--- config.mk ---
export PLATFORM = sky130hd
export DESIGN_NAME = tmcs_lane
export DESIGN_NICKNAME = d
export VERILOG_FILES = /design/src/tmcs_pkg.sv /design/src/tmcs_lane.sv
export SDC_FILE = /design/constraint.sdc
export NUM_CORES = 2
export LEC_CHECK = 0
export BUFFER_PORTS_ARGS = -buffer_cell sky130_fd_sc_hd__buf_4
export CAP_MARGIN = 30
export CORE_MARGIN = 4
export CORE_UTILIZATION = 60
export CTS_BUF_LIST = sky130_fd_sc_hd__clkbuf_8
export CTS_CLUSTER_DIAMETER = 50
export CTS_CLUSTER_SIZE = 40
export DETAILED_ROUTE_END_ITERATION = 6
export PLACE_DENSITY_LB_ADDON = 0.1
export RECOVER_POWER = 50
export SLEW_MARGIN = 40
export SYNTH_ARGS = -nofsm -noshare
export SYNTH_HDL_FRONTEND = slang
export SYNTH_SLANG_ARGS = --single-unit
--- constraint.sdc ---
create_clock -name clk_i -period 10.35 [get_ports clk_i]
set_clock_uncertainty 0.1 [all_clocks]
set_input_delay 2.07 -clock clk_i [delete_from_list [all_inputs] [get_ports clk_i]]
set_output_delay 2.07 -clock clk_i [all_outputs]
set_load 0.02 [all_outputs]
--- src/tmcs_pkg.sv ---
// shared types, widths and the format table for the mip chain size block
package tmcs_pkg;

  localparam int unsigned FMT_W   = 16;
  localparam int unsigned LVL_W   = 5;
  localparam int unsigned SUM_W   = 32;
  localparam int unsigned BPP_W   = 5;
  localparam int unsigned COMPS_W = 3;
  localparam int unsigned PIPE_FRONT = 4;  // input stage plus three multiply stages

  typedef struct packed {
    logic [BPP_W-1:0]   bpp;
    logic [COMPS_W-1:0] comps;
  } fmt_info_t;

  // internal format decode, unknown codes fall to four bytes and four channels
  function automatic fmt_info_t fmt_lookup(input logic [FMT_W-1:0] code);
    fmt_info_t info;
    info.bpp   = BPP_W'(4);
    info.comps = COMPS_W'(4);
    unique case (code) inside
      16'h8229, 16'h8F94, 16'h8231, 16'h8232, 16'h8D48: begin
        info.bpp = BPP_W'(1);  info.comps = COMPS_W'(1);
      end
      16'h822D, 16'h8233, 16'h8234, 16'h81A5: begin
        info.bpp = BPP_W'(2);  info.comps = COMPS_W'(1);
      end
      16'h81A6: begin
        info.bpp = BPP_W'(3);  info.comps = COMPS_W'(1);
      end
      16'h822E, 16'h8235, 16'h8236, 16'h8CAC: begin
        info.bpp = BPP_W'(4);  info.comps = COMPS_W'(1);
      end
      16'h822B, 16'h8F95, 16'h8237, 16'h8238: begin
        info.bpp = BPP_W'(2);  info.comps = COMPS_W'(2);
      end
      16'h822F, 16'h8239, 16'h823A, 16'h88F0: begin
        info.bpp = BPP_W'(4);  info.comps = COMPS_W'(2);
      end
      16'h8230, 16'h823B, 16'h823C, 16'h8CAD: begin
        info.bpp = BPP_W'(8);  info.comps = COMPS_W'(2);
      end
      16'h8051, 16'h8C41, 16'h8F96, 16'h8D8F, 16'h8D7D: begin
        info.bpp = BPP_W'(3);  info.comps = COMPS_W'(3);
      end
      16'h8C3A, 16'h8C3D: begin
        info.bpp = BPP_W'(4);  info.comps = COMPS_W'(3);
      end
      16'h881B, 16'h8D89, 16'h8D77: begin
        info.bpp = BPP_W'(6);  info.comps = COMPS_W'(3);
      end
      16'h8815, 16'h8D83, 16'h8D71: begin
        info.bpp = BPP_W'(12); info.comps = COMPS_W'(3);
      end
      16'h8058, 16'h8C43, 16'h8F97, 16'h8D8E, 16'h8D7C, 16'h8059, 16'h906F: begin
        info.bpp = BPP_W'(4);  info.comps = COMPS_W'(4);
      end
      16'h8057, 16'h8056: begin
        info.bpp = BPP_W'(2);  info.comps = COMPS_W'(4);
      end
      16'h881A, 16'h8D88, 16'h8D76: begin
        info.bpp = BPP_W'(8);  info.comps = COMPS_W'(4);
      end
      16'h8814, 16'h8D82, 16'h8D70: begin
        info.bpp = BPP_W'(16); info.comps = COMPS_W'(4);
      end
      default: begin
        info.bpp = BPP_W'(4);  info.comps = COMPS_W'(4);
      end
    endcase
    return info;
  endfunction

endpackage

--- src/tmcs_lane.sv ---
// one mip level lane: three pipelined multiplies giving that level's byte size
module tmcs_lane import tmcs_pkg::*; #(
  parameter int unsigned LEVEL    = 0,
  parameter int unsigned DIM_BITS = 16,
  parameter int unsigned CNT_W    = 5
) (
  input  logic                clk_i,
  input  logic [2:0]          en_i,
  input  logic [DIM_BITS-1:0] w_i,
  input  logic [DIM_BITS-1:0] h_i,
  input  logic [DIM_BITS-1:0] d_i,
  input  logic [CNT_W-1:0]    lvl_i,
  input  logic [BPP_W-1:0]    bpp_i,
  output logic [SUM_W-1:0]    prod_o
);

  function automatic logic [DIM_BITS-1:0] lvl_dim(input logic [DIM_BITS-1:0] base);
    logic [DIM_BITS-1:0] s;
    s = base >> LEVEL;
    return (s == '0) ? DIM_BITS'(1) : s;
  endfunction

  logic [DIM_BITS-1:0] w_l, h_l, d_l;
  logic [SUM_W-1:0]    wh_d, whd_d, prod_d;
  logic                act_d;

  logic [SUM_W-1:0]    wh_q, whd_q, prod_q;
  logic [DIM_BITS-1:0] d1_q;
  logic                act1_q, act2_q;

  assign w_l    = lvl_dim(w_i);
  assign h_l    = lvl_dim(h_i);
  assign d_l    = lvl_dim(d_i);
  assign act_d  = (32'(lvl_i) > LEVEL);
  assign wh_d   = SUM_W'(w_l) * SUM_W'(h_l);
  assign whd_d  = wh_q * SUM_W'(d1_q);
  assign prod_d = act2_q ? (whd_q * SUM_W'(bpp_i)) : '0;

  always_ff @(posedge clk_i) begin
    if (en_i[0]) begin
      wh_q   <= wh_d;
      d1_q   <= d_l;
      act1_q <= act_d;
    end
    if (en_i[1]) begin
      whd_q  <= whd_d;
      act2_q <= act1_q;
    end
    if (en_i[2]) begin
      prod_q <= prod_d;
    end
  end

  assign prod_o = prod_q;

endmodule

==> qor.csv <==
metric,value,unit
CP top delay family,adder cells,
drt drc,0,
CP Capture Type,flip-flop,
vias in the first global route,21500,
# port buffers,93,
Reg2Reg Launch Point,wh_q[8]$_DFFE_PP_,
critical path depth,24,
fmax,128,MHz
antenna-violating nets left,0,
status,"finished, violations left",
total wire length,66800,um
Yosys warnings,0,
final setup fails,0,
wire per inst,18.7,um
Slew @ Worst Pin,2.76,ns
num rows,78,
Worst-Skew Late Latency,0.51,ns
largest family of logic cells by synthesized area,adder cells,
Mapped Cells,2959,
FF-to-FF End,whd_q[23]$_DFFE_PP_,
RePlAce Congestion,0.932,
synthesized area per cell,9.33,um2
post-CTS resize count,0,
area of the mapped netlist,27600,um2
"Req. time, crit path",10.51,ns
setup TNS,0,ns
worst path bufs/invs,5,
crit-path max cell delay,0.52,ns
final net count,3795,
syn nets,3805,
Die W,223,um
I/O Pins,94,
critical path class,in2reg,
"Arr. time, crit path",8.01,ns
Synth Register Bits,114,
failing checks,"max-capacitance violations, max-slew violations",
layout cells sized above 1,5.27,%
reg2reg setup slack,3.47,ns
Async SR Flop Fraction,0,%
DP HPWL,54000,um
TritonCTS clock tree,built,
Layout area overhead,5.24,%
antenna violations before repair,1,
Netlist cell types,67,
min-delay src,act1_q$_DFFE_PP_,
period utilization,75.8,%
total die area,49500,um2
RSZ-0062 raised after global routing,false,
CTS Sinks,114,
hold depth,0,
hold endpoint,act2_q$_DFFE_PP_,
max_cap viols,3,
Num CTS Buffers,17,
Max H-tree Level,4,
Post-CTS Setup Inserts,0,
CP cell instances,buf_4 > nor4_1 > a41oi_1 > buf_4 > nand2b_1 > fa_1 > inv_1 > fa_1 > fa_1 > fa_1 > fa_1 > inv_1 > fa_1 > inv_1 > ha_1 > a21o_1 > a21o_1 > a2111oi_0 > o22ai_1 > a31oi_2 > o211a_1 > o21bai_1 > a21oi_2 > xnor2_1,
Slew HR,-83.7,%
slowest CP cell,fa_1,
Synth Area in XOR/XNOR,3.27,%
endpoints failing hold,0,
Post-synth EDFFs,114,
largest net degree at the start of global routing,50,
simple-gate share of the synthesized area,17.4,%
mux contribution to synthesized area,0.0725,%
die height,223,um
Max Buffers Root-to-Sink,2,
clk root buf,clkbuf_8,
"Top FF cell, synth",edfxtp_1,
number of fillers in the final layout,3921,
first-pass GRT wire length,111000,um
Worst Hold Class,reg2reg,
fin crit period,7.84,ns
reg2reg path depth,22,
CP startpoint kind,input port,
Final Max Tran Viols,117,
Total GRT Usage,28.0,%
CP most frequent cell,fa_1,
DR vias/cell,5.55,
complex-gate fraction of the synthesized area,5.70,%
core area,45500,um2
Worst Path Max Fanout,17,
initial drt markers,1399,
post-cts hold buffer count,0,
Initial Utilization,60.7,%
First-pass DRT Iterations,5,
gr ovfl total,0,
adder-cell area share of the yosys netlist,51.3,%
vias,19800,
sequential share of the synthesized area,12.4,%
"Reg clk slew, reported paths",0.07,ns
==> stage by stage <==
stage	instance area [um2]	util (%)	setup WS (ns)	cells	hold WS (ns)
global placement	28700	63.0	2.16	3527	0.318
detailed placement	28700	63.0	2.04	3528	0.320
finish	29100	63.9	2.51	3564	0.334
floorplan	27600	-	2.38	2959	0.300
global route	29100	63.9	2.11	3563	0.339
CTS	29100	63.9	2.62	3560	0.337
==> state kept, by name (all words and copies together), names as in the netlist <==
name    count
prod_o     32
act1_q      1
whd_q      32
d1_q       16
act2_q      1
wh_q       32
==> layer usage <==
metal / share of wire [%] / up-vias / GRT usage (%) / routed length [um]
li1: - / 8904 / - / -
met1: 41 / 10100 / 37.4 / 27700
met2: 50 / 617 / 47.6 / 33100
met3: 5.6 / 129 / 4.51 / 3710
met4: 3.4 / 0 / 8.59 / 2270
met5: 0 / - / 0 / 0
==> synthesized netlist by cell type (all sizes together) (15+ instances only) <==
master,instances,area (um2)
a21o,37,278
a21oi,66,349
and2,315,1970
clkbuf,140,526
edfxtp,114,3420
fa,581,11600
ha,203,2540
inv,584,2190
nand2,513,1930
nand2b,15,93.8
nand3,20,100
nor2,69,259
nor2b,17,106
nor3,18,90.1
o21a,15,114
o21ai,36,180
xnor2,73,639
xor2,30,263
==> logic make-up after synthesis <==
kind of cell	count (synthesis)
AND/OR/NAND/NOR	1005
adder cells (fa/ha/maj)	784
buffers and inverters	725
AO/OA/AOI/OAI	226
flip-flops	114
XOR/XNOR	103
multiplexers	2
==> layout make-up <==
type	instances	area, um2	share of cell area (%)
multi-input cells	2120	21500	73.9
repair buffers	112	830	2.85
inverters	584	2190	7.54
diodes	2	5.00	0.0172
flip-flops and latches	114	3420	11.8
well taps	600	751	2.58
clock buffers	17	234	0.805
clock inverters	15	158	0.542
==> worst max-delay path by stage <==
stage | startpoint | slack (ns) | to
final | w_i[1] | 2.51 | wh_q[30]$_DFFE_PP_
after global routing | w_i[8] | 2.11 | wh_q[30]$_DFFE_PP_
after CTS | w_i[1] | 2.62 | wh_q[30]$_DFFE_PP_
after detailed placement | w_i[1] | 2.04 | wh_q[30]$_DFFE_PP_
after global placement | w_i[1] | 2.16 | wh_q[30]$_DFFE_PP_
after floorplan | w_i[13] | 2.38 | wh_q[30]$_DFFE_PP_
==> cell usage in the layout, fill, tap and decap left out, types with 20 or more instances in the layout <==
master / count
a21o_1: 37
xnor2_1: 73
fa_1: 581
nand3_1: 20
nor2_1: 69
inv_1: 585
a21oi_1: 61
nand2_1: 512
o21ai_0: 31
edfxtp_1: 114
xor2_1: 30
buf_4: 89
ha_1: 203
and2_1: 312
==> worst register-to-register path: stages, from the launching register on <==
cell and delay [ns]:
edfxtp_1 0.93, nand2_1 0.18, fa_1 0.52, inv_1 0.05, fa_1 0.53, inv_1 0.06
fa_1 0.48, fa_1 0.55, inv_1 0.05, fa_1 0.49, inv_1 0.06, fa_1 0.49
inv_1 0.04, ha_1 0.37, a21o_1 0.15, a21oi_1 0.06, o21ai_0 0.20, a21oi_2 0.09
o21ai_1 0.26, a21oi_1 0.14, o21ai_1 0.26, nor4_1 0.08, a311oi_1 0.47
Power is left out: the tool's default activity adds up to more than one toggle a clock period on the data nets, which glitch-free logic cannot reach.
